--- src/sv/srs_pkg.sv ---
// Shared types and constants for the searched range set.
`timescale 1ns / 1ps
package srs_pkg;
    localparam int TABLE_DEPTH_DEF = 16;
    localparam int POS_BITS_DEF    = 48;

    typedef enum logic [1:0] {
        CELL_HOLD  = 2'd0,
        CELL_SHIFT = 2'd1,
        CELL_LOAD  = 2'd2
    } t_cell_op;

    typedef struct packed {
        t_cell_op a_op;
        t_cell_op b_op;
    } t_chain_ctl;
endpackage

--- src/sv/srs_ctrl.sv ---
// Sequencer: walks the cell chain for mark merging and gap queries.
`timescale 1ns / 1ps
module srs_ctrl #(
    parameter int TABLE_DEPTH = 16,
    parameter int POS_BITS    = 48
) (
    input  logic                 i_clk,
    input  logic                 i_rst_n,
    input  logic                 i_in_valid,
    output logic                 o_in_stall,
    input  logic                 i_func,
    input  logic [POS_BITS-1:0]  i_range_start,
    input  logic [POS_BITS-1:0]  i_range_end,
    output logic                 o_out_valid,
    input  logic                 i_out_stall,
    output logic [POS_BITS-1:0]  o_gap_start,
    output logic [POS_BITS-1:0]  o_gap_end,
    output logic                 o_gap_valid,
    output logic                 o_last_result,
    output logic                 o_table_overflow,
    input  logic [POS_BITS-1:0]  i_a0_start,
    input  logic [POS_BITS-1:0]  i_a0_end,
    input  logic [POS_BITS-1:0]  i_a1_start,
    input  logic [POS_BITS-1:0]  i_a1_end,
    output srs_pkg::t_chain_ctl  o_ctl,
    output logic [POS_BITS-1:0]  o_b_start,
    output logic [POS_BITS-1:0]  o_b_end
);
    import srs_pkg::*;

    localparam int CW = $clog2(TABLE_DEPTH + 1);
    localparam int MW = $clog2(TABLE_DEPTH + 2);
    localparam logic [MW-1:0] DEP_M  = MW'(TABLE_DEPTH);
    localparam logic [CW-1:0] LAST_J = CW'(TABLE_DEPTH - 1);
    localparam logic [POS_BITS-1:0] POS_ONE = POS_BITS'(1);
    localparam logic [POS_BITS-1:0] POS_MAX = '1;

    typedef enum logic [7:0] {
        ST_IDLE   = 8'b0000_0001,
        ST_MWALK  = 8'b0000_0010,
        ST_MFLUSH = 8'b0000_0100,
        ST_MLOAD  = 8'b0000_1000,
        ST_MALIGN = 8'b0001_0000,
        ST_MDONE  = 8'b0010_0000,
        ST_QWALK  = 8'b0100_0000,
        ST_QEND   = 8'b1000_0000
    } t_state;

    t_state r_state, n_state;
    logic [POS_BITS-1:0] r_s, n_s, r_e, n_e;
    logic [CW-1:0] r_cnt, n_cnt, r_j, n_j;
    logic [MW-1:0] r_mc, n_mc;
    logic r_ins, n_ins, r_hv, n_hv, r_ovf, n_ovf, r_done, n_done, r_pgv, n_pgv;
    logic [POS_BITS-1:0] r_ps, n_ps, r_pe, n_pe, r_ns, n_ns, r_pgs, n_pgs, r_pge, n_pge;
    logic r_ov, n_ov, r_ogv, n_ogv, r_olast, n_olast, r_oovf, n_oovf;
    logic [POS_BITS-1:0] r_ogs, n_ogs, r_oge, n_oge;

    logic can_push, accept, take_new, touch, cond0, cond1, skip;
    logic [POS_BITS-1:0] xa, xb, gap_e;

    assign can_push = !r_ov || !i_out_stall;
    assign accept   = (r_state == ST_IDLE) && i_in_valid;
    assign take_new = !r_ins && ((r_j == r_cnt) || (i_a0_start > r_s) ||
                      ((i_a0_start == r_s) && (i_a0_end > r_e)));
    assign xa       = take_new ? r_s : i_a0_start;
    assign xb       = take_new ? r_e : i_a0_end;
    assign touch    = (xa == '0) || ((xa - POS_ONE) <= r_pe);
    assign cond0    = (i_a0_start < r_s) || ((i_a0_start == r_s) && (i_a0_end <= r_e));
    assign cond1    = (i_a1_start < r_s) || ((i_a1_start == r_s) && (i_a1_end <= r_e));
    assign skip     = cond0 && cond1 && (({1'b0, r_j} + 1'b1) < {1'b0, r_cnt});
    assign gap_e    = (i_a0_start < r_e) ? i_a0_start : r_e;

    always_comb begin
        n_state = r_state;
        n_s = r_s;   n_e = r_e;   n_cnt = r_cnt; n_j = r_j;  n_mc = r_mc;
        n_ins = r_ins; n_hv = r_hv; n_ovf = r_ovf; n_done = r_done; n_pgv = r_pgv;
        n_ps = r_ps; n_pe = r_pe; n_ns = r_ns; n_pgs = r_pgs; n_pge = r_pge;
        n_ov = r_ov && i_out_stall;
        n_ogs = r_ogs; n_oge = r_oge; n_ogv = r_ogv; n_olast = r_olast; n_oovf = r_oovf;
        o_ctl.a_op = CELL_HOLD;
        o_ctl.b_op = CELL_HOLD;
        o_b_start  = r_ps;
        o_b_end    = r_pe;

        unique case (r_state)
            ST_IDLE: begin
                if (accept) begin
                    n_s = i_range_start; n_e = i_range_end; n_ns = i_range_start;
                    n_j = '0; n_mc = '0; n_ins = 1'b0; n_hv = 1'b0; n_ovf = 1'b0;
                    n_done = 1'b0; n_pgv = 1'b0;
                    if (i_func)
                        n_state = ST_QWALK;
                    else if (i_range_start <= i_range_end)
                        n_state = ST_MWALK;
                    else
                        n_state = ST_MDONE;
                end
            end
            ST_MWALK: begin
                if ((r_j == r_cnt) && r_ins) begin
                    n_state = ST_MFLUSH;
                end else begin
                    if (take_new) begin
                        n_ins = 1'b1;
                    end else begin
                        o_ctl.a_op = CELL_SHIFT;
                        n_j = r_j + 1'b1;
                    end
                    if (!r_hv) begin
                        n_hv = 1'b1; n_ps = xa; n_pe = xb; n_mc = MW'(1);
                    end else if (touch && (r_pe < xb)) begin
                        n_pe = xb;
                    end else if (!((xa >= r_ps) && (xb <= r_pe))) begin
                        if (r_mc <= DEP_M)
                            o_ctl.b_op = CELL_SHIFT;
                        n_ps = xa; n_pe = xb; n_mc = r_mc + 1'b1;
                    end
                end
            end
            ST_MFLUSH: begin
                if (r_mc <= DEP_M) begin
                    o_ctl.b_op = CELL_SHIFT;
                    n_state = ST_MLOAD;
                end else begin
                    n_ovf = 1'b1;
                    n_state = ST_MDONE;
                end
            end
            ST_MLOAD: begin
                o_ctl.a_op = CELL_LOAD;
                n_cnt = CW'(r_mc);
                n_j = '0;
                n_state = ST_MALIGN;
            end
            ST_MALIGN: begin
                if (MW'(r_j) == (DEP_M - r_mc)) begin
                    n_state = ST_MDONE;
                end else begin
                    o_ctl.a_op = CELL_SHIFT;
                    n_j = r_j + 1'b1;
                end
            end
            ST_MDONE: begin
                if (can_push) begin
                    n_ov = 1'b1; n_ogs = '0; n_oge = '0; n_ogv = 1'b0;
                    n_olast = 1'b1; n_oovf = r_ovf;
                    n_state = ST_IDLE;
                end
            end
            ST_QWALK: begin
                if (can_push) begin
                    o_ctl.a_op = CELL_SHIFT;
                    n_j = r_j + 1'b1;
                    if (r_j == LAST_J)
                        n_state = ST_QEND;
                    if ((r_j < r_cnt) && !skip && !r_done && (r_ns < r_e)) begin
                        if (r_ns < i_a0_start) begin
                            if (r_pgv) begin
                                n_ov = 1'b1; n_ogs = r_pgs; n_oge = r_pge; n_ogv = 1'b1;
                                n_olast = 1'b0; n_oovf = 1'b0;
                            end
                            n_pgv = 1'b1; n_pgs = r_ns; n_pge = gap_e;
                        end
                        if (r_ns <= i_a0_end) begin
                            if (i_a0_end == POS_MAX)
                                n_done = 1'b1;
                            else
                                n_ns = i_a0_end + POS_ONE;
                        end
                    end
                end
            end
            ST_QEND: begin
                if (can_push) begin
                    if (!r_done && (r_ns < r_e)) begin
                        if (r_pgv) begin
                            n_ov = 1'b1; n_ogs = r_pgs; n_oge = r_pge; n_ogv = 1'b1;
                            n_olast = 1'b0; n_oovf = 1'b0;
                        end
                        n_pgv = 1'b1; n_pgs = r_ns; n_pge = r_e; n_done = 1'b1;
                    end else begin
                        n_ov = 1'b1; n_ogv = r_pgv; n_olast = 1'b1; n_oovf = 1'b0;
                        n_ogs = r_pgv ? r_pgs : '0;
                        n_oge = r_pgv ? r_pge : '0;
                        n_state = ST_IDLE;
                    end
                end
            end
            default: n_state = ST_IDLE;
        endcase
    end

    always_ff @(posedge i_clk) begin
        if (!i_rst_n) begin
            r_state <= ST_IDLE;
            r_cnt   <= '0;
            r_ov    <= 1'b0;
        end else begin
            r_state <= n_state;
            r_cnt   <= n_cnt;
            r_ov    <= n_ov;
        end
    end

    always_ff @(posedge i_clk) begin
        r_s <= n_s;   r_e <= n_e;   r_j <= n_j;   r_mc <= n_mc;
        r_ins <= n_ins; r_hv <= n_hv; r_ovf <= n_ovf; r_done <= n_done; r_pgv <= n_pgv;
        r_ps <= n_ps; r_pe <= n_pe; r_ns <= n_ns; r_pgs <= n_pgs; r_pge <= n_pge;
        r_ogs <= n_ogs; r_oge <= n_oge; r_ogv <= n_ogv; r_olast <= n_olast;
        r_oovf <= n_oovf;
    end

    assign o_in_stall       = (r_state != ST_IDLE);
    assign o_out_valid      = r_ov;
    assign o_gap_start      = r_ogs;
    assign o_gap_end        = r_oge;
    assign o_gap_valid      = r_ogv;
    assign o_last_result    = r_olast;
    assign o_table_overflow = r_oovf;
endmodule

--- config.mk ---
export PLATFORM = sky130hd
export DESIGN_NAME = srs_ctrl
export DESIGN_NICKNAME = d
export VERILOG_FILES = /design/src/sv/srs_pkg.sv /design/src/sv/srs_ctrl.sv
export SDC_FILE = /design/constraint.sdc
export NUM_CORES = 2
export LEC_CHECK = 0
export CAP_MARGIN = 0
export CORE_ASPECT_RATIO = 1.75
export CORE_MARGIN = 4
export CORE_UTILIZATION = 45
export CTS_CLUSTER_DIAMETER = 50
export DETAILED_ROUTE_END_ITERATION = 8
export DONT_BUFFER_PORTS = 1
export GPL_ROUTABILITY_DRIVEN = 0
export GPL_TIMING_DRIVEN = 0
export SLEW_MARGIN = 5
export SYNTH_ARGS = -nofsm -noshare
export SYNTH_HDL_FRONTEND = slang
export SYNTH_SLANG_ARGS = --single-unit
export TNS_END_PERCENT = 10
--- constraint.sdc ---
create_clock -name i_clk -period 30.8 [get_ports i_clk]
set_input_delay 3.08 -clock i_clk [delete_from_list [all_inputs] [get_ports i_clk]]
set_output_delay 3.08 -clock i_clk [all_outputs]
set_load 0.02 [all_outputs]
==> run_results.csv <==
group,metric,value,unit
cells_and_area,postLayoutCellArea,39100,um2
timing,finalHoldViolations,0,
job,cap_violations,1,
global_route,gr-usage-all-layers,36.3,%
route,vias,31400,
placement,io_buffers,0,
route,wl_per_cell,33.0,um
clock_tree,clk_latency,0.65,ns
logic_synthesis,synthArstFlopShare,0,%
timing,slew_headroom,0.839,%
clock_tree,cts.clk_slew.worst_paths,0.07,ns
timing,skew,0.0344,ns
logic_synthesis,synth_area_per_cell,9.69,um2
clock_tree,cts_buffer_depth,3,
logic_synthesis,synth_ff_type,"edfxtp_1",
timing,max_freq,0.0592,GHz
min_path,min_path_type,"reg2reg",
timing,worst_pin_slew,1.48,ns
placement,dpl_cell_area,37300,um2
clock_tree,cts_inserted_buffers,51,
floorplanning,die_width,221,um
floorplanning,rows,136,
global_route,grt_pass1_vias,30500,
pwr,leakage,16.8,nW
cells_and_area,fill_cells,7525,
route,firstDrtPassIters,8,
route,drt_wl_total,160000,um
timing,slew_viol_final,0,
setup_path,path_max_fanout,11,
global_route,grt_max_degree,51,
logic_synthesis,yosys_register_bits,464,
status,status,"finished, violations left",
logic_synthesis,synth_edf_count,450,
setup_path,crit_type,"in2out",
route,dr.first_iter.drc_count,3447,
floorplanning,fp.dieH,380,um
global_route,grt_overflow,0,
cells_and_area,areaGrowthSynthToFinish,9.73,%
timing,fin_crit,16.89,ns
pwr,peakVddDrop,43.4,uV
global_route,grt_pass1_wl,221000,um
setup_path,max_stage_delay,0.89,ns
timing,rsz0062_at_grt,"no",
setup_path,start_kind,"input port",
pwr,p_total,3.01,mW
clock_tree,cts_tree,"built",
clock_tree,postCtsSetupBuffers,0,
setup_path,critPathSlowestCell,"nor4_1",
floorplanning,core-area,78600,um2
placement,hpwl,130000,um
logic_synthesis,syn_area,35700,um2
timing,finalSetupViolations,0,
clock_tree,cts-resized-gates,0,
logic_synthesis,synth.distinct_cells,72,
route,ant_nets,0,
setup_path,arrival,13.81,ns
route,drc_errors,0,
floorplanning,dieArea,84000,um2
logic_synthesis,yosysWarnings,0,
setup_path,r2r_start,"r_e[47]",
logic_synthesis,syn-num-nets,4565,
status,violations,"capacitance limit",
setup_path,cp-startpoint,"i_a0_end[46]",
global_route,antenna_found_initial,23,
clock_tree,root_buffer,"clkbuf_16",
timing,fin_crit_sh,54.8,%
min_path,hp-start,"r_cnt[1]",
clock_tree,cts_max_level,2,
setup_path,worstPathRequired,27.72,ns
logic_synthesis,ys_seq_area_share,38.7,%
logic_synthesis,synth_cells,3681,
floorplanning,io_pins,494,
clock_tree,hold_buffers,0,
floorplanning,start_util,45.4,%
route,vias_per_cell,6.46,
timing,final.setup.tns,0,ns
cells_and_area,drive_gt1_share,3.88,%
pwr,cellPowerDensity,77.0,nW/um2
cells_and_area,fin_nets,4633,
setup_path,end_kind,"primary output",
clock_tree,clkSinkCount,464,
[power by group]
part	switching [mW]	leakage, nW	internal (mW)
clock network	0.295	0.835	0.360
logic	0.879	11.7	0.452
registers	0.164	4.28	0.861
total	1.34	16.8	1.67
[cell families (layout without fill, tap and decap cells)]
family                     after synthesis  after routing  share of synthesized area (%)
muxes                                  126            126                           3.56
adders and majority gates              591            591                           20.7
buffers and inverters                  504            615                           5.39
AOI/OAI and AO/OA                      839            839                           14.7
DFF                                    464            464                           38.7
other                                    1             24                         0.0105
and+or+nand+nor                       1052           1052                           14.4
xor gates and xnor gates               104            104                           2.55
[worst max-delay path: cells and delay by family]
kind,cells,cell delay (ns)
AO/OA/AOI/OAI,8,3.75
XOR/XNOR,1,0.16
adder cells (fa/ha/maj),3,1.02
buffers and inverters,2,1.14
multiplexers,2,0.37
AND/OR/NAND/NOR,12,4.21
[sequential cells by signal (all words and copies together) (netlist names), 5 cells and up]
signal and flops:
r_state 8, o_b_start 48, r_pge 48, r_s 48, r_cnt 5, r_ns 48, o_b_end 48, r_e 48
o_gap_end 48, r_mc 5, r_j 5, r_pgs 48, o_gap_start 48
[layer usage]
| layer | track usage [%] | routed length (um) |
|---|---|---|
| met1 | 39.0 | 53400 |
| met2 | 56.3 | 69800 |
| met3 | 13.9 | 19700 |
| met4 | 30.1 | 16900 |
| met5 | 0 | 51 |
[layout make-up]
cell class / count / area (um2) / share of cell area [%]
flip-flops and latches: 464 / 13800 / 35.2
repair buffers: 15 / 319 / 0.815
diodes: 23 / 57.6 / 0.147
clock buffers: 58 / 1340 / 3.43
inverters: 386 / 1450 / 3.71
well taps: 1035 / 1290 / 3.31
clock inverters: 38 / 380 / 0.972
multi-input cells: 2713 / 20000 / 51.2
plain buffers: 118 / 475 / 1.21
[metrics by stage]
| step | util [%] | hold WS (ns) | std cells | setup WS (ns) |
|---|---|---|---|---|
| after global placement | 47.0 | 0.468 | 4716 | 9.84 |
| after detailed placement | 47.5 | 0.478 | 4730 | 14.37 |
| after floorplan | - | 0.454 | 3681 | 18.29 |
| final | 49.8 | 0.492 | 4850 | 13.91 |
| after global routing | 49.7 | 0.540 | 4832 | 14.18 |
| after CTS | 49.7 | 0.493 | 4826 | 14.35 |
[synth_stat cells, drive strengths merged (19+ instances only)]
| cell | instances | area [um2] |
|---|---|---|
| nor4 | 34 | 219 |
| xor2 | 23 | 201 |
| o211ai | 65 | 488 |
| ha | 591 | 7390 |
| nor2b | 33 | 206 |
| mux2i | 119 | 1190 |
| a21o | 152 | 1140 |
| nand4 | 120 | 751 |
| o21ai | 255 | 1280 |
| o21a | 25 | 188 |
| xnor2 | 81 | 709 |
| and3 | 19 | 119 |
| nor2 | 230 | 863 |
| a31oi | 66 | 413 |
| buf | 25 | 125 |
| inv | 386 | 1450 |
| nor3 | 65 | 335 |
| a21oi | 178 | 895 |
| clkbuf | 93 | 349 |
| edfxtp | 450 | 13500 |
| nand3 | 212 | 1060 |
| nand2 | 256 | 961 |
[placed cells by master, fill, tap and decap left out, drive strengths merged, types with 23 or more instances in the layout]
cell	n
o211ai	65
xnor2	81
nor4	34
nor2b	33
nand4	120
ha	591
inv	394
a21o	152
a21oi	178
nand2	256
clkbuf	152
edfxtp	450
o21a	25
nor3	65
mux2i	119
nor2	230
a31oi	66
diode	23
o21ai	255
buf	39
xor2	23
nand3	212
[path summary, 6_finish.rpt]
path / to / slack, ns / depth (start not counted)
worst min register to register: r_cnt[1] / 0.49 / 2
worst max-delay path: o_ctl[0] / 13.91 / 28
worst min-delay path: r_cnt[1] / 0.49 / 2
worst max register to register: o_b_start[14] / 18.69 / 31
(Power assumes the default switching activity.)
