<file path="src/sv/srs_pkg.sv">
// Shared types and constants for the searched range set.
`timescale 1ns / 1ps
package srs_pkg;
    localparam int TABLE_DEPTH_DEF = 16;
    localparam int POS_BITS_DEF    = 48;

    typedef enum logic [1:0] {
        CELL_HOLD  = 2'd0,
        CELL_SHIFT = 2'd1,
        CELL_LOAD  = 2'd2
    } t_cell_op;

    typedef struct packed {
        t_cell_op a_op;
        t_cell_op b_op;
    } t_chain_ctl;
endpackage

</file>
<file path="src/sv/srs_cell.sv">
// One table cell: holds a range, takes its neighbor's range or a loaded range.
`timescale 1ns / 1ps
module srs_cell #(
    parameter int POS_BITS = 48
) (
    input  logic                 i_clk,
    input  srs_pkg::t_cell_op    i_op,
    input  logic [POS_BITS-1:0]  i_next_start,
    input  logic [POS_BITS-1:0]  i_next_end,
    input  logic [POS_BITS-1:0]  i_load_start,
    input  logic [POS_BITS-1:0]  i_load_end,
    output logic [POS_BITS-1:0]  o_start,
    output logic [POS_BITS-1:0]  o_end
);
    import srs_pkg::*;

    logic [POS_BITS-1:0] r_start;
    logic [POS_BITS-1:0] r_end;

    always_ff @(posedge i_clk) begin
        unique case (i_op)
            CELL_SHIFT: begin
                r_start <= i_next_start;
                r_end   <= i_next_end;
            end
            CELL_LOAD: begin
                r_start <= i_load_start;
                r_end   <= i_load_end;
            end
            default: begin
                r_start <= r_start;
                r_end   <= r_end;
            end
        endcase
    end

    assign o_start = r_start;
    assign o_end   = r_end;
endmodule

</file>
<file path="config.mk">
export PLATFORM = sky130hd
export DESIGN_NAME = srs_cell
export DESIGN_NICKNAME = d
export VERILOG_FILES = /design/src/sv/srs_pkg.sv /design/src/sv/srs_cell.sv
export SDC_FILE = /design/constraint.sdc
export NUM_CORES = 1
export LEC_CHECK = 0
export ABC_CLOCK_PERIOD_IN_PS = 6700
export BUFFER_PORTS_ARGS = -buffer_cell sky130_fd_sc_hd__buf_4
export CORE_AREA = 2 2 113 115
export DETAILED_ROUTE_END_ITERATION = 10
export DIE_AREA = 0 0 115 117
export GPL_TIMING_DRIVEN = 0
export PLACE_DENSITY = 0.7
export SYNTH_ARGS = -nofsm -noshare
export SYNTH_HDL_FRONTEND = slang
export SYNTH_SLANG_ARGS = --single-unit
</file>
<file path="constraint.sdc">
create_clock -name i_clk -period 6.7 [get_ports i_clk]
set_input_delay 2.01 -clock i_clk [delete_from_list [all_inputs] [get_ports i_clk]]
set_output_delay 2.01 -clock i_clk [all_outputs]
set_load 0.005 [all_outputs]
</file>
==> results of run 1 <==
## stage by stage
| step | worst slack (ns) | cells | hold WS [ns] |
|---|---|---|---|
| floorplan | 2.068 | 206 | 2.227 |
| finish | 3.492 | 663 | 1.978 |
| detailed placement | 3.123 | 647 | 2.314 |
| global route | 3.416 | 663 | 1.960 |
| CTS | 3.474 | 663 | 1.964 |
| global placement | 1.249 | 646 | 2.311 |
## cell type report
type,count,area (sq um),area share (%)
Buffer,11,131.4,1.890
Clock buffer,11,232.7,3.348
Clock inverter,5,57.56,0.8281
Inverter,2,10.01,0.1440
Multi-Input combinational cell,97,1244,17.89
Sequential cell,96,2883,41.48
Tap cell,150,187.7,2.700
Timing Repair Buffer,291,2205,31.72
## logic make-up after synthesis
kind of cell               Yosys count
buffers and inverters               13
DFF                                 96
muxes                               96
adders and majority gates            1
## state kept, by name, summed over array words and instances, names as in the netlist
register,cells
o_start,48
o_end,48
## synthesized netlist by cell type
cell,number,area share (%)
edfxtp_1,96,68
mux2_2,56,15
mux2_4,40,14
buf_2,5,0.59
buf_12,4,1.9
inv_1,2,0.18
buf_6,1,0.26
buf_8,1,0.35
ha_1,1,0.29
## power breakdown
group / internal, mW / leakage [nW] / switching (mW)
combinational: 0.228 / 2.00 / 0.113
clock: 0.289 / 0.133 / 0.205
sequential: 0.765 / 0.940 / 0.0249
total: 1.28 / 3.08 / 0.343
## path summary, 6_finish.rpt
path	from	slack [ns]	endpoint
max	i_op[0]	3.49	o_end[26]
min	i_next_start[26]	1.98	o_start[26]
## routing by layer
metal / vias up / global-route usage [%] / part of all wire (%)
met5: - / 0 / 0
met4: 0 / 6.908 / 2.1
met3: 16 / 5.510 / 11
met2: 177 / 27.02 / 54
met1: 1356 / 13.52 / 33
li1: 1410 / - / -
## worst max-delay path, cell delays in order
cell,delay [ns]
buf_4,0.08
inv_1,0.03
ha_1,0.31
inv_4,0.43
buf_16,0.31
==> flow_summary.toml, run 1 <==
[outcome]
status = "completed"

[timing]
finalSetupTns_ns = 0
maxSlewHeadroom_pct = 61.97
rsz0062_at_grt = "false"
tightest_slew_ns = 0.5704
finalHoldViolCount = 0
post-route-min-period_ns = 3.208
fmax_mhz = 311.7
setup_viol = 0
fin_crit_sh_pct = 47.88
slew_viol_final = 0

[run]
max_cap_viol_count = 0

[routing]
drt_iter0_markers = 51
num_vias = 2959
wirelength_um = 10460
routedWlPerCell_um = 15.78
viasPerCell = 4.463
drc = 0
ant_nets = 0
drt_first_pass_iters = 3

[grt]
grt_pass1_wl_um = 14260
overflow = 0
grt_pass1_vias = 2864
grt_usage_pct = 14.30
grt_max_degree = 52
antenna_found_initial = 0

[synthesis]
synth.avg_cell_area_sq_um = 20.71
synth.ff_latch_count = 96
syn_inst = 206
yosysWarnings = 0
synth_nets = 402
yosysUniqueCellTypes = 9
yosys.area_share.simple_pct = 0
synthMuxAreaShare_pct = 28.86
synth_area_sq_um = 4265
synthAdderAreaFrac_pct = 0.2933
synth_compound_area_share_pct = 0
synth_xor_area_share_pct = 0
synth_top_family_by_area = "multiplexers"
yosysSeqAreaShare_pct = 67.59

[floorplan]
die_w_um = 115
io_pins = 291
die_y_um = 117
start_util_pct = 34.64
die-area_sq_um = 13460
core_sq_um = 12310
placementRows = 41

[cells_and_area]
nets = 704
num_antenna_cells = 0
nFillCells = 1009
utilization_pct = 56.45
layout_common_cells = "buf_4, edfxtp_1, mux2_2, mux2_4, clkbuf_16"
drive_gt1_share_pct = 80.31
finalInstanceArea_sq_um = 6950
area_growth_pct = 62.95
layout_commonest_cell = "buf_4"

[critical_path]
cp-end-kind = "register"
required_ns = 6.71
critical_path_class = "input pin to register"
critPathMaxFanout = 51
critPathLaunchType = "input pin"
worst_ep_arrival_time_ns = 3.22

[clock_network]
clkSlewWorstSetupHoldPaths_ns = 0.07
post_cts_buffers = 0
ctsResizeCount = 0
cts_buffer_depth = 2
cts-root-buf = "clkbuf_16"
ctsHoldBuffers = 0
numCtsBuffers = 9
h-tree-depth = 3
cts_num_sinks = 96
cts_tree = "built"

[pwr]
peakVddDrop_mv = 0.1465
p_per_area_nw_per_um2 = 233.7
total_power_mw = 1.624
p_leak_nw = 3.077

[place]
hpwl_um = 8420
place_area_sq_um = 6660
portBuffers = 290
gp_congestion = 0.7674

[worst_hold_path]
whs_path_depth = 2
hold_class = "input pin to register"
No activity file was read; power rests on OpenSTA's default activity.
==> run 2: changes to the inputs <==
--- a/config.mk
+++ b/config.mk
@@ -5,13 +5,13 @@
 export SDC_FILE = /design/constraint.sdc
 export NUM_CORES = 1
 export LEC_CHECK = 0
-export ABC_CLOCK_PERIOD_IN_PS = 6700
+export ABC_CLOCK_PERIOD_IN_PS = 2600
 export BUFFER_PORTS_ARGS = -buffer_cell sky130_fd_sc_hd__buf_4
 export CORE_AREA = 2 2 113 115
 export DETAILED_ROUTE_END_ITERATION = 10
 export DIE_AREA = 0 0 115 117
 export GPL_TIMING_DRIVEN = 0
-export PLACE_DENSITY = 0.7
+export PLACE_DENSITY = 0.73
 export SYNTH_ARGS = -nofsm -noshare
 export SYNTH_HDL_FRONTEND = slang
 export SYNTH_SLANG_ARGS = --single-unit
==> constraint.sdc (replaced) <==
create_clock -name i_clk -period 2.6 [get_ports i_clk]
set_input_delay 0.78 -clock i_clk [delete_from_list [all_inputs] [get_ports i_clk]]
set_output_delay 0.78 -clock i_clk [all_outputs]
set_load 0.005 [all_outputs]
==> run 2 against run 1 <==
Effect of this change: power grew to 2.5 times the previous value; wire length is 2.8% higher; global-route usage is 0.68 points higher; worst setup slack worse by 2.9 ns; combinational power grew to 2.6 times the previous value; core utilization is 0.091 points lower; die area stayed put; worst hold slack worse by 1.2 ns; clock power is 130% higher; flip-flop and latch count stayed put; highest routed layer unchanged.
==> flow_summary.toml, run 2 (same netlist as run 1, synthesis figures left out) <==
[cells_and_area]
drive_gt1_share_pct = 80.47
layout_common_cells = "buf_4, edfxtp_1, mux2_2, mux2_4, clkbuf_16"
area_growth_pct = 62.69
layout_commonest_cell = "buf_4"
num_antenna_cells = 0
nets = 705
utilization_pct = 56.36
finalInstanceArea_sq_um = 6939

[critical_path]
critical_path_class = "input pin to register"
critPathMaxFanout = 40
cp-end-kind = "register"
critPathLaunchType = "input pin"
required_ns = 2.66
worst_ep_arrival_time_ns = 2.03

[timing]
finalHoldViolCount = 0
rsz0062_at_grt = "false"
setup_viol = 0
maxSlewHeadroom_pct = 64.00
tightest_slew_ns = 0.5388
finalWorstSetupSlack_ns = 0.6347
slew_viol_final = 0
fin_crit_sh_pct = 75.59
fmax_mhz = 508.8
post-route-min-period_ns = 1.965

[clock_network]
post_cts_buffers = 0
cts_num_sinks = 96
h-tree-depth = 3
numCtsBuffers = 9
cts_buffer_depth = 2
clkSlewWorstSetupHoldPaths_ns = 0.06
cts_tree = "built"
ctsHoldBuffers = 0
ctsResizeCount = 0
cts-root-buf = "clkbuf_16"

[routing]
wirelength_um = 10750
viasPerCell = 4.471
num_vias = 2960
ant_nets = 0
drt_first_pass_iters = 4
drc = 0
drt_iter0_markers = 33
routedWlPerCell_um = 16.24

[floorplan]
die-area_sq_um = 13460
die_w_um = 115
core_sq_um = 12310
io_pins = 291
placementRows = 41
start_util_pct = 34.64
die_y_um = 117

[worst_hold_path]
hold_class = "input pin to register"
holdPathEnd = "o_start[8]"
whs_path_depth = 2
hold_start = "i_load_start[8]"

[place]
portBuffers = 290
hpwl_um = 8651
dp_slack_ns = 0.2573
gp_congestion = 0.7211
place_area_sq_um = 6694

[grt]
overflow = 0
antenna_found_initial = 0
grt_max_degree = 41
grt_usage_pct = 14.98
grt_pass1_wl_um = 14880
grt_pass1_vias = 2929

[pwr]
p_leak_nw = 3.066
peakVddDrop_mv = 0.2763
p_per_area_nw_per_um2 = 585.5

[run]
max_cap_viol_count = 0

[outcome]
status = "completed"
run 2: cell type report:
| cell class | instances | area, sq um |
|---|---|---|
| fill | 1009 | 5373 |
| sequential | 96 | 2883 |
| timing repair buffer | 292 | 2217 |
| multi-input combinational | 97 | 1256 |
| clock buffer | 12 | 236.5 |
| tap | 150 | 187.7 |
| buffer | 11 | 131.4 |
| inverter | 2 | 18.77 |
| clock inverter | 2 | 8.758 |
run 2: report_power, final:
part / internal (mW) / switching [mW] / total [mW]
logic: 0.592 / 0.293 / 0.885
clock network: 0.634 / 0.505 / 1.14
registers: 1.97 / 0.0669 / 2.04
total: 3.20 / 0.866 / 4.06
run 2: stage by stage:
stage / instances / hold WS [ns] / setup TNS [ns] / power, mW
3_3_place_gp: 646 / 1.081 / -91.40 / 2.948
3_5_place_dp: 648 / 1.083 / 0 / 2.974
5_1_grt: 662 / 0.7279 / 0 / 4.257
2_1_floorplan: 206 / 0.9975 / -22.01 / 2.340
4_1_cts: 662 / 0.7256 / 0 / 4.132
6_report: 662 / 0.7424 / 0 / 4.063
run 2: routing by layer:
layer	track usage [%]	vias to the layer above	wire, um
met3	5.407	14	1178
met1	16.19	1352	3860
met2	26.55	185	5519
met4	6.506	0	192
li1	-	1409	-
met5	0	-	0
run 2: how the worst max path moves through the flow:
stage                     startpoint        end  cells past startpoint
after floorplan              i_op[0]   o_end[0]                      3
after global routing         i_op[0]  o_end[31]                      5
final                        i_op[0]  o_end[31]                      5
after CTS                    i_op[0]  o_end[24]                      5
after detailed placement     i_op[0]  o_end[27]                      5
after global placement       i_op[0]  o_end[33]                      4
run 2: critical path, cell delays in order:
cell and delay (ns):
buf_4 0.11, inv_8 0.03, ha_4 0.26, clkinvlp_4 0.44, buf_12 0.37
==> run 3: changes to the inputs <==
--- a/config.mk
+++ b/config.mk
@@ -5,13 +5,13 @@
 export SDC_FILE = /design/constraint.sdc
 export NUM_CORES = 1
 export LEC_CHECK = 0
-export ABC_CLOCK_PERIOD_IN_PS = 2600
+export ABC_CLOCK_PERIOD_IN_PS = 2000
 export BUFFER_PORTS_ARGS = -buffer_cell sky130_fd_sc_hd__buf_4
 export CORE_AREA = 2 2 113 115
 export DETAILED_ROUTE_END_ITERATION = 10
 export DIE_AREA = 0 0 115 117
 export GPL_TIMING_DRIVEN = 0
-export PLACE_DENSITY = 0.73
+export PLACE_DENSITY = 0.7
 export SYNTH_ARGS = -nofsm -noshare
 export SYNTH_HDL_FRONTEND = slang
 export SYNTH_SLANG_ARGS = --single-unit
==> constraint.sdc (replaced) <==
create_clock -name i_clk -period 2 [get_ports i_clk]
set_input_delay 0.6 -clock i_clk [delete_from_list [all_inputs] [get_ports i_clk]]
set_output_delay 0.6 -clock i_clk [all_outputs]
set_load 0.005 [all_outputs]
==> run 3 against run 2 <==
Effect of this change: first-iteration DRC count is 42% higher; via count fell by 1.2%; global-route usage is 0.14 points lower; cell area barely moved; largest cell class unchanged.
==> flow_summary.toml, run 3 (same netlist as run 1, synthesis figures left out) <==
[outcome]
status = "completed"

[place]
placed_cells = 648
hpwl_um = 8507
portBuffers = 290
dp_slack_ns = -0.08289
gp_congestion = 0.7117
place_area_sq_um = 6694

[cells_and_area]
nets = 705
area_growth_pct = 62.66
finalInstanceArea_sq_um = 6938
multi_input_area_sq_um = 1256
regArea_sq_um = 2883
nFillCells = 991
layout_common_cells = "buf_4, edfxtp_1, mux2_2, mux2_4, clkbuf_16"
drive_gt1_share_pct = 80.27
layout_commonest_cell = "buf_4"
finalNonFillerCells = 662
utilization_pct = 56.35
num_antenna_cells = 0

[timing]
fin_hold_ws_ns = 0.5614
post-route-min-period_ns = 1.717
fin_crit_sh_pct = 85.84
finalWorstSetupSlack_ns = 0.2831
rsz0062_at_grt = "false"
tightest_slew_ns = 0.4993
slew_viol_final = 0
maxSlewHeadroom_pct = 66.64
finalHoldViolCount = 0
fmax_mhz = 582.5
setup_viol = 0

[clock_network]
cts-root-buf = "clkbuf_16"
cts_tree = "built"
cts_num_sinks = 96
ctsResizeCount = 0
cts_buffer_depth = 2
clkSlewWorstSetupHoldPaths_ns = 0.06
post_cts_buffers = 0
ctsHoldBuffers = 0
h-tree-depth = 3
numCtsBuffers = 9

[pwr]
peakVddDrop_mv = 0.3189
p_leak_nw = 3.064
p_per_area_nw_per_um2 = 757.1

[floorplan]
core_sq_um = 12310
start_util_pct = 34.64
die-area_sq_um = 13460
die_y_um = 117
io_pins = 291
die_w_um = 115
placementRows = 41

[worst_hold_path]
hold_start = "i_load_start[9]"
hold_class = "input pin to register"

[grt]
grt_pass1_vias = 2918
grt_usage_pct = 14.84
overflow = 0
grt_max_degree = 41
grt_pass1_wl_um = 14610
antenna_found_initial = 0

[critical_path]
critical_path_class = "input pin to register"
max_stage_delay_ns = 0.41
critPathLaunchType = "input pin"
crit_family = "buffers and inverters"
critPathMaxFanout = 40
cp_slowest_cell = "clkinvlp_4"
worstPathCellList = "buf_4 > inv_8 > ha_4 > clkinvlp_4 > buf_12"
critical_path_buf_inv_count = 4
critPathLaunch = "i_op[0]"
worst_ep_arrival_time_ns = 1.79
cp-end-kind = "register"
required_ns = 2.07

[run]
max_cap_viol_count = 0

[routing]
ant_nets = 0
viasPerCell = 4.417
drt_first_pass_iters = 4
drt_iter0_markers = 47
drc = 0
routedWlPerCell_um = 15.86
wirelength_um = 10500
num_vias = 2924
## run 3: worst paths after layout
path	endpoint	slack (ns)	depth (start not counted)
worst min-delay path	o_start[9]	0.56	2
worst max-delay path	o_end[23]	0.28	5
## run 3: cell type report
cell class / instances / area share, %
plain buffers: 11 / 1.894
well taps: 150 / 2.705
flip-flops and latches: 96 / 41.55
repair buffers: 292 / 31.96
clock buffers: 11 / 3.354
clock inverters: 3 / 0.1623
multi-input cells: 97 / 18.11
inverters: 2 / 0.2705
## run 3: power by group
group | leakage, nW | internal, mW | switching [mW]
clock | 0.118 | 0.816 | 0.638
sequential | 0.940 | 2.56 | 0.0803
combinational | 2.01 | 0.770 | 0.386
## run 3: routing by layer
metal | track usage [%] | up-vias | wire length, um
li1 | - | 1411 | -
met1 | 15.18 | 1321 | 3642
met2 | 26.47 | 178 | 5413
met3 | 5.458 | 14 | 1197
met4 | 8.032 | 0 | 246
met5 | 0 | - | 0
## run 3: stage by stage
stage	power, mW	TNS [ns]
after floorplan	3.042	-62.33
after global placement	3.829	-131.93
after detailed placement	3.865	-5.944
after CTS	5.331	0
after global routing	5.502	0
final	5.253	0
